==> src/rtl/brsf_pkg.sv <==
// ----------------------------------------------------------------------------
// brsf_pkg
// Shared types, widths and helper functions for the bitmap range set and
// find-first core.
// ----------------------------------------------------------------------------
`default_nettype none

package brsf_pkg;

   // field widths
   localparam int IDX_W     = 11;
   localparam int FIDX_W    = 10;
   localparam int WORD_W    = 64;
   localparam int BIT_W     = 6;
   localparam int SPAN_W    = IDX_W + 1;
   localparam int WSEL_W    = SPAN_W - BIT_W;

   // default store size
   localparam int NBITS_DEF  = 1024;
   localparam int NWORDS_DEF = NBITS_DEF / WORD_W;

   localparam logic [WORD_W-1:0] ONES = '1;

   // operation codes
   localparam logic OP_CHANGE = 1'b0;
   localparam logic OP_FIND   = 1'b1;

   typedef struct packed {
      logic             operation;
      logic [IDX_W-1:0] start_bit;
      logic [IDX_W-1:0] bit_count;
      logic [IDX_W-1:0] search_end;
      logic             target_value;
   } req_type;

   typedef struct packed {
      logic              found;
      logic [FIDX_W-1:0] found_index;
      logic              range_error;
   } rsp_type;

   // mask of bits lo through hi_m1 inclusive
   function automatic logic [WORD_W-1:0] span_mask(input logic [BIT_W-1:0] lo,
                                                    input logic [BIT_W-1:0] hi_m1);
      logic [BIT_W-1:0] top_gap;
      top_gap   = BIT_W'(WORD_W - 1) - hi_m1;
      span_mask = (ONES << lo) & (ONES >> top_gap);
   endfunction

   // index of the lowest set bit, binary search over halves
   function automatic logic [BIT_W-1:0] first_set(input logic [WORD_W-1:0] v);
      logic [WORD_W-1:0] x;
      logic [WORD_W-1:0] low_mask;
      logic [BIT_W-1:0]  idx;
      x   = v;
      idx = '0;
      for (int k = BIT_W - 1; k >= 0; k--) begin
         low_mask = (WORD_W'(1) << (1 << k)) - WORD_W'(1);
         if ((x & low_mask) == '0) begin
            idx[k] = 1'b1;
            x      = x >> (1 << k);
         end
      end
      first_set = idx;
   endfunction

endpackage

`default_nettype wire

==> src/rtl/bitmap_range_set_and_find_first_core.sv <==
// ----------------------------------------------------------------------------
// bitmap_range_set_and_find_first_core
// Bitmap of NBITS bits held as 64-bit words in a RAM. A change request sets
// or clears a run of bits; a find request returns the lowest bit in a range
// that holds a given value. One result word per request.
//
// Channels: req_* carries request words, rsp_* carries result words; a word
// moves on a clock edge with valid high and stall low.
// Sequence: the words of a request's span are read in order and each is
// modified or searched as its read data returns; the result is registered
// after the last word. A find stops at the first matching word. Rejected
// requests and empty searches are registered at the accepting edge and,
// while the output is not stalled, can follow one per cycle.
// Throughput: one request at a time; the shared read-modify-write path
// handles one 64-bit word per cycle and sets the rate.
// Reset: the store is swept to zero, one word per cycle, across all NBITS/64
// words; req_stall stays high during the sweep.
// Stall: a finished result waits in the output register; the next request
// may be accepted and worked on meanwhile, and its result then waits in a
// holding register until the output register frees up.
// ----------------------------------------------------------------------------
`default_nettype none

module bitmap_range_set_and_find_first_core #(
   parameter int NBITS = brsf_pkg::NBITS_DEF
) (
   input  wire logic              clock,
   input  wire logic              reset,
   input  wire logic              req_valid,
   output logic                   req_stall,
   input  wire brsf_pkg::req_type req_word,
   output logic                   rsp_valid,
   input  wire logic              rsp_stall,
   output brsf_pkg::rsp_type      rsp_word
);

   import brsf_pkg::*;

   localparam int NWORDS = NBITS / WORD_W;
   localparam int AW     = (NWORDS > 1) ? $clog2(NWORDS) : 1;

   // sequencer states
   localparam logic [1:0] ST_CLEAR = 2'd0;
   localparam logic [1:0] ST_IDLE  = 2'd1;
   localparam logic [1:0] ST_RUN   = 2'd2;
   localparam logic [1:0] ST_HOLD  = 2'd3;

   logic [1:0]        state_ff,   state_in;
   logic [AW-1:0]     clr_addr_ff, clr_addr_in;
   logic              op_ff,      op_in;
   logic              val_ff,     val_in;
   logic [WSEL_W-1:0] first_w_ff, first_w_in;
   logic [WSEL_W-1:0] last_w_ff,  last_w_in;
   logic [BIT_W-1:0]  lo_ff,      lo_in;
   logic [BIT_W-1:0]  hi_ff,      hi_in;
   logic [WSEL_W-1:0] rd_w_ff,    rd_w_in;
   logic              issue_ff,   issue_in;
   logic              pend_ff,    pend_in;
   logic [WSEL_W-1:0] pend_w_ff,  pend_w_in;
   rsp_type           hold_ff,    hold_in;
   rsp_type           rsp_ff,     rsp_in;
   logic              rsp_valid_ff, rsp_valid_in;

   // ram ports
   logic              wr_en;
   logic [AW-1:0]     wr_addr;
   logic [WORD_W-1:0] wr_data;
   logic              rd_en;
   logic [AW-1:0]     rd_addr;
   logic [WORD_W-1:0] rd_data;

   // request decode
   logic [SPAN_W-1:0] start_ext;
   logic [SPAN_W-1:0] end_ext;
   logic [SPAN_W-1:0] chg_sum;
   logic [SPAN_W-1:0] last_ix;
   logic              req_err;
   logic              req_empty;
   logic              accept;

   // word processing
   logic [AW+WSEL_W-1:0] rd_wide;
   logic [AW+WSEL_W-1:0] pend_wide;
   logic [BIT_W-1:0]     cur_lo;
   logic [BIT_W-1:0]     cur_hi;
   logic [WORD_W-1:0]    cur_mask;
   logic [WORD_W-1:0]    cand;
   logic                 pend_last;

   // finish path
   logic    fin;
   rsp_type fin_res;
   logic    slot_free;

   brsf_ram #(
      .WIDTH (WORD_W),
      .DEPTH (NWORDS)
   ) u_store (
      .clock   (clock),
      .wr_en   (wr_en),
      .wr_addr (wr_addr),
      .wr_data (wr_data),
      .rd_en   (rd_en),
      .rd_addr (rd_addr),
      .rd_data (rd_data)
   );

   assign accept    = req_valid && !req_stall;
   assign req_stall = (state_ff != ST_IDLE);
   assign slot_free = !rsp_valid_ff || !rsp_stall;

   // range checks and span bounds of the incoming word
   always_comb begin
      start_ext = {1'b0, req_word.start_bit};
      end_ext   = {1'b0, req_word.search_end};
      chg_sum   = start_ext + {1'b0, req_word.bit_count};
      if (req_word.operation == OP_FIND) begin
         req_err   = (req_word.start_bit > req_word.search_end) ||
                     (32'(req_word.search_end) > 32'(NBITS));
         req_empty = (req_word.start_bit == req_word.search_end);
         last_ix   = end_ext - SPAN_W'(1);
      end else begin
         req_err   = (req_word.bit_count == '0) || (32'(chg_sum) > 32'(NBITS));
         req_empty = 1'b0;
         last_ix   = chg_sum - SPAN_W'(1);
      end
   end

   // word mask for the word coming back from the store
   assign rd_wide   = {{AW{1'b0}}, rd_w_ff};
   assign pend_wide = {{AW{1'b0}}, pend_w_ff};
   assign pend_last = (pend_w_ff == last_w_ff);
   assign cur_lo    = (pend_w_ff == first_w_ff) ? lo_ff : '0;
   assign cur_hi    = pend_last ? hi_ff : BIT_W'(WORD_W - 1);
   assign cur_mask  = span_mask(cur_lo, cur_hi);
   assign cand      = (val_ff ? rd_data : ~rd_data) & cur_mask;

   // sequencer
   always_comb begin
      state_in     = state_ff;
      clr_addr_in  = clr_addr_ff;
      op_in        = op_ff;
      val_in       = val_ff;
      first_w_in   = first_w_ff;
      last_w_in    = last_w_ff;
      lo_in        = lo_ff;
      hi_in        = hi_ff;
      rd_w_in      = rd_w_ff;
      issue_in     = issue_ff;
      pend_in      = 1'b0;
      pend_w_in    = pend_w_ff;
      hold_in      = hold_ff;
      wr_en        = 1'b0;
      wr_addr      = pend_wide[AW-1:0];
      wr_data      = '0;
      rd_en        = 1'b0;
      rd_addr      = rd_wide[AW-1:0];
      fin          = 1'b0;
      fin_res      = '0;

      unique case (state_ff)
         ST_CLEAR: begin
            wr_en       = 1'b1;
            wr_addr     = clr_addr_ff;
            clr_addr_in = clr_addr_ff + AW'(1);
            if (clr_addr_ff == AW'(NWORDS - 1)) begin
               state_in = ST_IDLE;
            end
         end
         ST_IDLE: begin
            if (accept) begin
               if (req_err || req_empty) begin
                  fin                 = 1'b1;
                  fin_res.range_error = req_err;
               end else begin
                  op_in      = req_word.operation;
                  val_in     = req_word.target_value;
                  first_w_in = start_ext[SPAN_W-1:BIT_W];
                  last_w_in  = last_ix[SPAN_W-1:BIT_W];
                  lo_in      = start_ext[BIT_W-1:0];
                  hi_in      = last_ix[BIT_W-1:0];
                  rd_w_in    = start_ext[SPAN_W-1:BIT_W];
                  issue_in   = 1'b1;
                  state_in   = ST_RUN;
               end
            end
         end
         ST_RUN: begin
            // read side: one word per cycle through the span
            if (issue_ff) begin
               rd_en     = 1'b1;
               rd_w_in   = rd_w_ff + WSEL_W'(1);
               pend_in   = 1'b1;
               pend_w_in = rd_w_ff;
               if (rd_w_ff == last_w_ff) begin
                  issue_in = 1'b0;
               end
            end
            // modify side: word read in the previous cycle
            if (pend_ff) begin
               if (op_ff == OP_CHANGE) begin
                  wr_en   = 1'b1;
                  wr_data = val_ff ? (rd_data | cur_mask) : (rd_data & ~cur_mask);
                  fin     = pend_last;
               end else if (cand != '0) begin
                  fin                 = 1'b1;
                  fin_res.found       = 1'b1;
                  fin_res.found_index = {pend_w_ff[FIDX_W-BIT_W-1:0], first_set(cand)};
               end else begin
                  fin = pend_last;
               end
            end
            if (fin) begin
               issue_in = 1'b0;
               pend_in  = 1'b0;
            end
         end
         ST_HOLD: begin
            if (slot_free) begin
               state_in = ST_IDLE;
            end
         end
         default: begin
            state_in = ST_IDLE;
         end
      endcase

      // finished result goes to the output register or waits
      if (fin) begin
         if (slot_free) begin
            state_in = ST_IDLE;
         end else begin
            hold_in  = fin_res;
            state_in = ST_HOLD;
         end
      end
   end

   // output register
   always_comb begin
      rsp_valid_in = rsp_valid_ff && rsp_stall;
      rsp_in       = rsp_ff;
      if (fin && slot_free) begin
         rsp_valid_in = 1'b1;
         rsp_in       = fin_res;
      end else if ((state_ff == ST_HOLD) && slot_free) begin
         rsp_valid_in = 1'b1;
         rsp_in       = hold_ff;
      end
   end

   // control registers
   always_ff @(posedge clock) begin
      if (reset) begin
         state_ff     <= ST_CLEAR;
         clr_addr_ff  <= '0;
         issue_ff     <= 1'b0;
         pend_ff      <= 1'b0;
         rsp_valid_ff <= 1'b0;
      end else begin
         state_ff     <= state_in;
         clr_addr_ff  <= clr_addr_in;
         issue_ff     <= issue_in;
         pend_ff      <= pend_in;
         rsp_valid_ff <= rsp_valid_in;
      end
   end

   // payload registers
   always_ff @(posedge clock) begin
      op_ff      <= op_in;
      val_ff     <= val_in;
      first_w_ff <= first_w_in;
      last_w_ff  <= last_w_in;
      lo_ff      <= lo_in;
      hi_ff      <= hi_in;
      rd_w_ff    <= rd_w_in;
      pend_w_ff  <= pend_w_in;
      hold_ff    <= hold_in;
      rsp_ff     <= rsp_in;
   end

   assign rsp_valid = rsp_valid_ff;
   assign rsp_word  = rsp_ff;

endmodule

`default_nettype wire

==> src/rtl/brsf_ram.sv <==
// ----------------------------------------------------------------------------
// brsf_ram
// Generic single-write, single-read RAM with registered read data.
// ----------------------------------------------------------------------------
`default_nettype none

module brsf_ram #(
   parameter int WIDTH = brsf_pkg::WORD_W,
   parameter int DEPTH = brsf_pkg::NWORDS_DEF,
   localparam int AW   = (DEPTH > 1) ? $clog2(DEPTH) : 1
) (
   input  wire logic             clock,
   input  wire logic             wr_en,
   input  wire logic [AW-1:0]    wr_addr,
   input  wire logic [WIDTH-1:0] wr_data,
   input  wire logic             rd_en,
   input  wire logic [AW-1:0]    rd_addr,
   output logic      [WIDTH-1:0] rd_data
);

   logic [WIDTH-1:0] mem [DEPTH];

   // write port
   always_ff @(posedge clock) begin
      if (wr_en) begin
         mem[wr_addr] <= wr_data;
      end
   end

   // registered read port
   always_ff @(posedge clock) begin
      if (rd_en) begin
         rd_data <= mem[rd_addr];
      end
   end

endmodule

`default_nettype wire
==> config.mk <==
export PLATFORM = sky130hd
export DESIGN_NAME = bitmap_range_set_and_find_first_core
export DESIGN_NICKNAME = d
export VERILOG_FILES = /design/src/rtl/brsf_pkg.sv /design/src/rtl/bitmap_range_set_and_find_first_core.sv /design/src/rtl/brsf_ram.sv
export SDC_FILE = /design/constraint.sdc
export NUM_CORES = 1
export LEC_CHECK = 0
export ABC_AREA = 1
export BUFFER_PORTS_ARGS = -buffer_cell sky130_fd_sc_hd__clkbuf_2
export CORE_MARGIN = 2
export CORE_UTILIZATION = 49
export CTS_BUF_LIST = sky130_fd_sc_hd__clkbuf_4
export DETAILED_ROUTE_END_ITERATION = 6
export PLACE_DENSITY_LB_ADDON = 0.05
export SLEW_MARGIN = 10
export SYNTH_ARGS = -nofsm -noshare
export SYNTH_HDL_FRONTEND = slang
export SYNTH_SLANG_ARGS = --single-unit
export TNS_END_PERCENT = 5
==> constraint.sdc <==
create_clock -name clock -period 4.6 [get_ports clock]
set_input_delay 1.38 -clock clock [delete_from_list [all_inputs] [get_ports clock]]
set_output_delay 1.38 -clock clock [all_outputs]
set_load 0.01 [all_outputs]
# ---- Yosys cells after proc, flatten, opt, wreduce, memory -nomap -nowiden
# Memory sizes are Yosys's and may differ from the RTL's. A register that Yosys moved wholly into a read port is not among the register bits.
# Index checks and enable logic that the tools add are counted.
dict set report totals {
  in_bits 39
  memories 1
  ff_bits 70
  elab_cells 170
  mem_bits_rw 1024
  out_inout_bits 14
}
dict set report classes {
  eq_ne 16
  add_sub_neg 6
  n_mux 84
  n_bitwise 9
  magnitude_cmp 3
  shift 2
  reduce_logical 30
}
# name words width rd rd_ports_with_merged_regs wr line
set memory_table {}
lappend memory_table {u_store.mem 16 64 1 1 1 brsf_ram.sv:21} ;# logic [WIDTH-1:0] mem [DEPTH];
# op n
set ops {}
lappend ops {{64-bit zero test} 6}
lappend ops {{64-bit two-way mux} 5}
lappend ops {{64-bit bitwise AND} 3}
lappend ops {{31-bit two-way mux} 5}
lappend ops {{64-bit inverter} 2}
lappend ops {{15-bit two-way mux} 5}
lappend ops {{64-bit bitwise OR} 1}
lappend ops {{64-bit nonzero test} 1}
lappend ops {{64-bit by 6-bit left shift with 64-bit output (first input constant)} 1}
lappend ops {{64-bit by 6-bit right shift with 64-bit output (first input constant)} 1}
lappend ops {{11-bit two-way mux} 4}
lappend ops {{12-bit two-way mux} 3}
lappend ops {{1-bit two-way mux} 35}
lappend ops {{7-bit two-way mux} 5}
lappend ops {{6-bit two-way mux} 5}
lappend ops {{3-bit two-way mux} 5}
lappend ops {{11-bit by 11-bit adder with 12-bit output} 1}
lappend ops {{6-bit equality test} 2}
lappend ops {{12-bit by 11-bit greater-than comparator with 1-bit output (second input constant)} 1}
lappend ops {{2-bit two-way mux} 6}
lappend ops {{3-bit != test (second input constant)} 4}
lappend ops {{6-bit case mux with 2 select lines} 1}
lappend ops {{11-bit by 1-bit subtractor with 12-bit output (second input constant)} 1}
lappend ops {{12-bit by 1-bit subtractor with 12-bit output (second input constant)} 1}
lappend ops {{other kinds (28)} 46}

# ---- Depth between registers and ports, before layout
dict set report depth {
  word_depth 43
  ltp_mapped 37
  ltp_nobuf 35
}

# ---- Hierarchy
# Synthesis repeated with hierarchy kept, for this count alone.
dict set report hier_totals {
  hier_cells 5495
  area_unflattened_um2 54248.3
}
# module instances cells_each area_each_um2
set by_module_without_submodules {}
lappend by_module_without_submodules {brsf_ram 1 4210 45926.5}
lappend by_module_without_submodules {bitmap_range_set_and_find_first_core 1 1285 8321.7}

# ---- Worst setup path after synthesis
# OpenSTA, ideal clock, no wires.
dict set report synth_timing {
  kind {input port to flip-flop}
  start {in req_word[12] (netlist bit)}
  end {reg first_w_ff[0] (enable)}
  arrival_time_ns 4.321
  stages 17
  setup_ns 0.407
  n_path_buf 0
  setup_slack_ns -0.128
  t_required_ns 4.193
  cell_sequence {ha_1 > fa_1 > nand3_1 > nand2_1 > a21oi_1 > o21bai_1 > a21oi_1 > o21bai_1 > nand2_1 > nand2_1 > a21oi_1 > xnor2_1 > o21ai_0 > nand3_1 > nand2_1 > o21ai_0 > nor2_1}
}
dict set report synth_via {
  elab_chain_len 7
  word_cells_on_any_way 8
}
# element line
set synth_rtl {}
lappend synth_rtl {{from (decl)} bitmap_range_set_and_find_first_core.sv:31} ;# input wire brsf_pkg::req_type req_word,
lappend synth_rtl {{11-bit by 11-bit adder with 12-bit output} bitmap_range_set_and_find_first_core.sv:116} ;# chg_sum = start_ext + {1'b0, req_word.bit_count};
lappend synth_rtl {{12-bit by 11-bit greater-than comparator with 1-bit output} bitmap_range_set_and_find_first_core.sv:123} ;# req_err = (req_word.bit_count == '0) || (32'(chg_sum) > 32'(NBITS));
lappend synth_rtl {{1-bit logical OR (*)} bitmap_range_set_and_find_first_core.sv:123}
lappend synth_rtl {{1-bit two-way mux (*)} bitmap_range_set_and_find_first_core.sv:117} ;# if (req_word.operation == OP_FIND) begin
lappend synth_rtl {{1-bit logical OR (*)} bitmap_range_set_and_find_first_core.sv:172} ;# if (req_err || req_empty) begin
lappend synth_rtl {{1-bit inverter (no source line) (*)} -}
lappend synth_rtl {{3-bit AND reduction (no source line) (*)} -}
lappend synth_rtl {{to (signal assigned)} bitmap_range_set_and_find_first_core.sv:273} ;# first_w_ff <= first_w_in;
lappend synth_rtl {{to (decl)} bitmap_range_set_and_find_first_core.sv:52} ;# logic [WSEL_W-1:0] first_w_ff, first_w_in;
# Every way passes the cells marked *; elsewhere a longest branch is shown, timed or not.
# A chain may end at the register's enable or synchronous reset.

==> impl_metrics.csv <==
group,metric,value,unit
power_and_ir_drop,power_per_cell_area,509,nW/um^2
route,wl_per_cell,24.7,microns
timing,rsz0062_at_grt,"yes",
final_layout,drive_above_1_share,23.5,%
power_and_ir_drop,p_switching,0.00984,W
logic_synthesis,postSynth.topFlopCell,"edfxtp_1",
logic_synthesis,synth_edf_count,1149,
power_and_ir_drop,p_leak,21.0,nW
die,initial_core_util,49.3,%
critical_path,cp_common_cell,"nand2_1",
critical_path,critical-path-top-delay-family,"simple AND/OR/NAND/NOR gates",
logic_synthesis,synth_nets,4184,
worst_hold_path,min_path_type,"in -> reg",
run_status,outcome,"finished clean",
timing,hold_viol_final,0,
worst_hold_path,holdPathEnd,"val_ff",
critical_path,crit_buf_inv,6,
critical_path,worstPathArrival,5470,ps
clock_network,cts_tree,"built",
power_and_ir_drop,power_frac_seq,47.6,%
global_routing,grt.total_usage,29.8,%
logic_synthesis,synth_top_area_cell,"edfxtp_1",
logic_synthesis,ys_seq_area_share,70.3,%
global_routing,grt_first_pass_wirelength,226,mm
timing,clock_skew,115,ps
critical_path,critPathRequiredTime,5520,ps
power_and_ir_drop,peakVddDrop,0.811,mV
critical_path,startpoint_type,"flip-flop",
route,drt-met1-wl,67.0,mm
logic_synthesis,synth_commonest_cells,"1,149 x edfxtp_1, 736 x nand2_1, 396 x nor2_1",
die,die_h,321,microns
final_layout,nets,4774,
worst_hold_path,hp-start,"req_word[0]",
logic_synthesis,ys_warn_count,0,
timing,setup_tns,0,ps
critical_path,r2r-end,"rsp_word[1]",
clock_network,cts_hold_buf,0,
logic_synthesis,synth_area,49300,sq um
critical_path,startpoint,"pend_w_ff[3]",
worst_hold_path,min_path_cells,1,
die,ios,53,
route,drtIter0Drc,3917,
die,rows,116,
route,firstDrtPassIters,5,
route,drc_errors,0,
power_and_ir_drop,intPower,0.0199,W
critical_path,r2r-start,"pend_w_ff[3]",
logic_synthesis,synth_top_area_share,69.9,%
critical_path,path_max_fanout,19,
logic_synthesis,synth_cell_type_count,56,
timing,setup_violations,0,
route,wl_met2,71.9,mm
logic_synthesis,syn_area_per_cell,12.0,sq um
global_routing,grt_overflow,0,
route,num_vias,35922,
power_and_ir_drop,p_sw_share,33.1,%
route,wl_met3,10.4,mm
job,cap_viol_max_count,0,
power_and_ir_drop,clkPwrFrac,28.5,%
logic_synthesis,synth_area_leaders,"edfxtp_1 70%, nand2_1 5.6%, o21ai_0 3.9%",
logic_synthesis,synth-seq-cells,1158,
clock_network,clkTransAtPathRegs,60,ps
timing,max_freq,220,MHz
critical_path,rr_worst_depth,34,
timing,slew_headroom,19.5,%
timing,slew_viol_final,0,
power_and_ir_drop,combPwrFrac,23.9,%
timing,worstMarginPinSlew,1210,ps
placed_design,dp.cells,5674,
logic_synthesis,yosysMostFrequentCell,"edfxtp_1",
critical_path,crit_path_top_delay_cell,"edfxtp_1",
die,core,100000,sq um
placed_design,place_hpwl,86.8,mm
clock_network,root_buffer,"clkbuf_4",
placed_design,place.gp.congestion,0.981,
final_layout,synthToLayoutAreaGrowth,18.4,%
global_routing,grt_pass1_vias,34708,
route,highest_layer,"met4",
timing,hold_ws,417,ps
placed_design,place.port_buffers,52,
die,fp.dieW,321,microns
critical_path,r2r_slack,60,ps
final_layout,stdcell_count,6198,
critical_path,crit_type,"reg -> reg",
route,wirelength,153,mm
clock_network,cts_buffer_depth,4,
global_routing,antenna_found_initial,3,
clock_network,clkLatencyLatePin,1230,ps
route,antenna_left,0,
clock_network,htreeDepth,5,
logic_synthesis,synthArstFlopShare,0,%
critical_path,slowest_delay,430,ps
final_layout,fillers,8483,
global_routing,grt_max_degree,198,
clock_network,cts_buffers,314,
die,die_area,103000,sq um
critical_path,cp-end-kind,"flip-flop",
logic_synthesis,synthCells,4115,
route,via_per_inst,5.80,
timing,period_minus_slack,4540,ps
clock_network,clock_sink_count,1158,
timing,period_share,98.7,%
-- through the flow --
stage / power (W) / worst slack, ps / utilization [%] / cell area (sq um)
after floorplan: 0.0181 / -123 / - / 49300
after global placement: 0.0214 / -619 / 54.5 / 54500
after detailed placement: 0.0215 / -637 / 54.5 / 54500
after CTS: 0.0300 / 0.523 / 58.1 / 58100
after global routing: 0.0312 / -277 / 58.4 / 58400
final: 0.0298 / 58.0 / 58.4 / 58400
-- area by class of cell --
| class | count | area, sq um | share of cell area, % |
|---|---|---|---|
| Clock buffer | 433 | 3250 | 5.56 |
| Sequential cell | 1158 | 34700 | 59.3 |
| Antenna cell | 6 | 15.0 | 0.0257 |
| Multi-Input combinational cell | 2550 | 13600 | 23.3 |
| Tap cell | 1298 | 1620 | 2.78 |
| Timing Repair Buffer | 513 | 4250 | 7.28 |
| Clock inverter | 72 | 348 | 0.595 |
| Inverter | 168 | 647 | 1.11 |
-- power by group through the flow --
stage	sequential, W	combinational [W]	clock, W
4_1_cts	0.0142	0.00713	0.00869
5_1_grt	0.0143	0.00769	0.00922
3_3_place_gp	0.0143	0.00706	0
3_5_place_dp	0.0144	0.00711	0
6_report	0.0142	0.00712	0.00846
2_1_floorplan	0.0144	0.00376	0
-- registers in the layout (all words and copies together) (netlist names), 2 cells and up --
signal,cells
clr_addr_ff,4
u_store.rd_data,64
hi_ff,6
state_ff,2
rd_w_ff,6
rsp_word,12
last_w_ff,6
u_store.mem,1024
lo_ff,6
pend_w_ff,6
first_w_ff,5
hold_ff,12
-- routing by layer --
metal	vias up	GRT usage, %
li1	16508	-
met1	17761	42.6
met2	1391	47.2
met3	262	4.26
met4	0	9.88
met5	-	0
-- worst max path at each step --
stage	endpoint	slack [ps]	cells after the start
after detailed placement	hold_ff[1]	-640	21
after global placement	hold_ff[1]	-620	21
after CTS	rsp_word[4]	0.5	23
after global routing	rsp_word[1]	-280	34
final	rsp_word[1]	60	34
after floorplan	rsp_word[0]	-120	20
-- placed cells by master (no fill, tap or decap), drive strengths merged, types with 4 or more instances in the layout --
cell	count
a211oi	38
a21oi	247
a221oi	84
a311oi	22
a31oi	7
buf	461
clkbuf	485
clkinv	70
dfxtp	9
diode	6
edfxtp	1149
ha	29
inv	168
nand2	757
nand3	192
nand3b	10
nand4	69
nor2	427
nor3	21
nor4	13
o211ai	8
o21a	7
o21ai	387
o21bai	4
o221ai	53
o22ai	85
or2	13
xnor2	47
xor2	15
-- cells by family after synthesis --
| kind of cell | synth area share (%) |
|---|---|
| simple gates | 13.1 |
| flops | 70.3 |
| compound gates | 11.5 |
| buf+inv | 3.22 |
| xor+xnor | 1.10 |
| fa+ha+maj | 0.776 |
| mux | 0.0431 |
-- what timing repair did --
action,in CTS,in global routing
setup endpoints to repair,15,48
buffers inserted,0,13
gates resized for setup,6,58
pin swaps,0,15
Power figures use the tool's default switching activity.
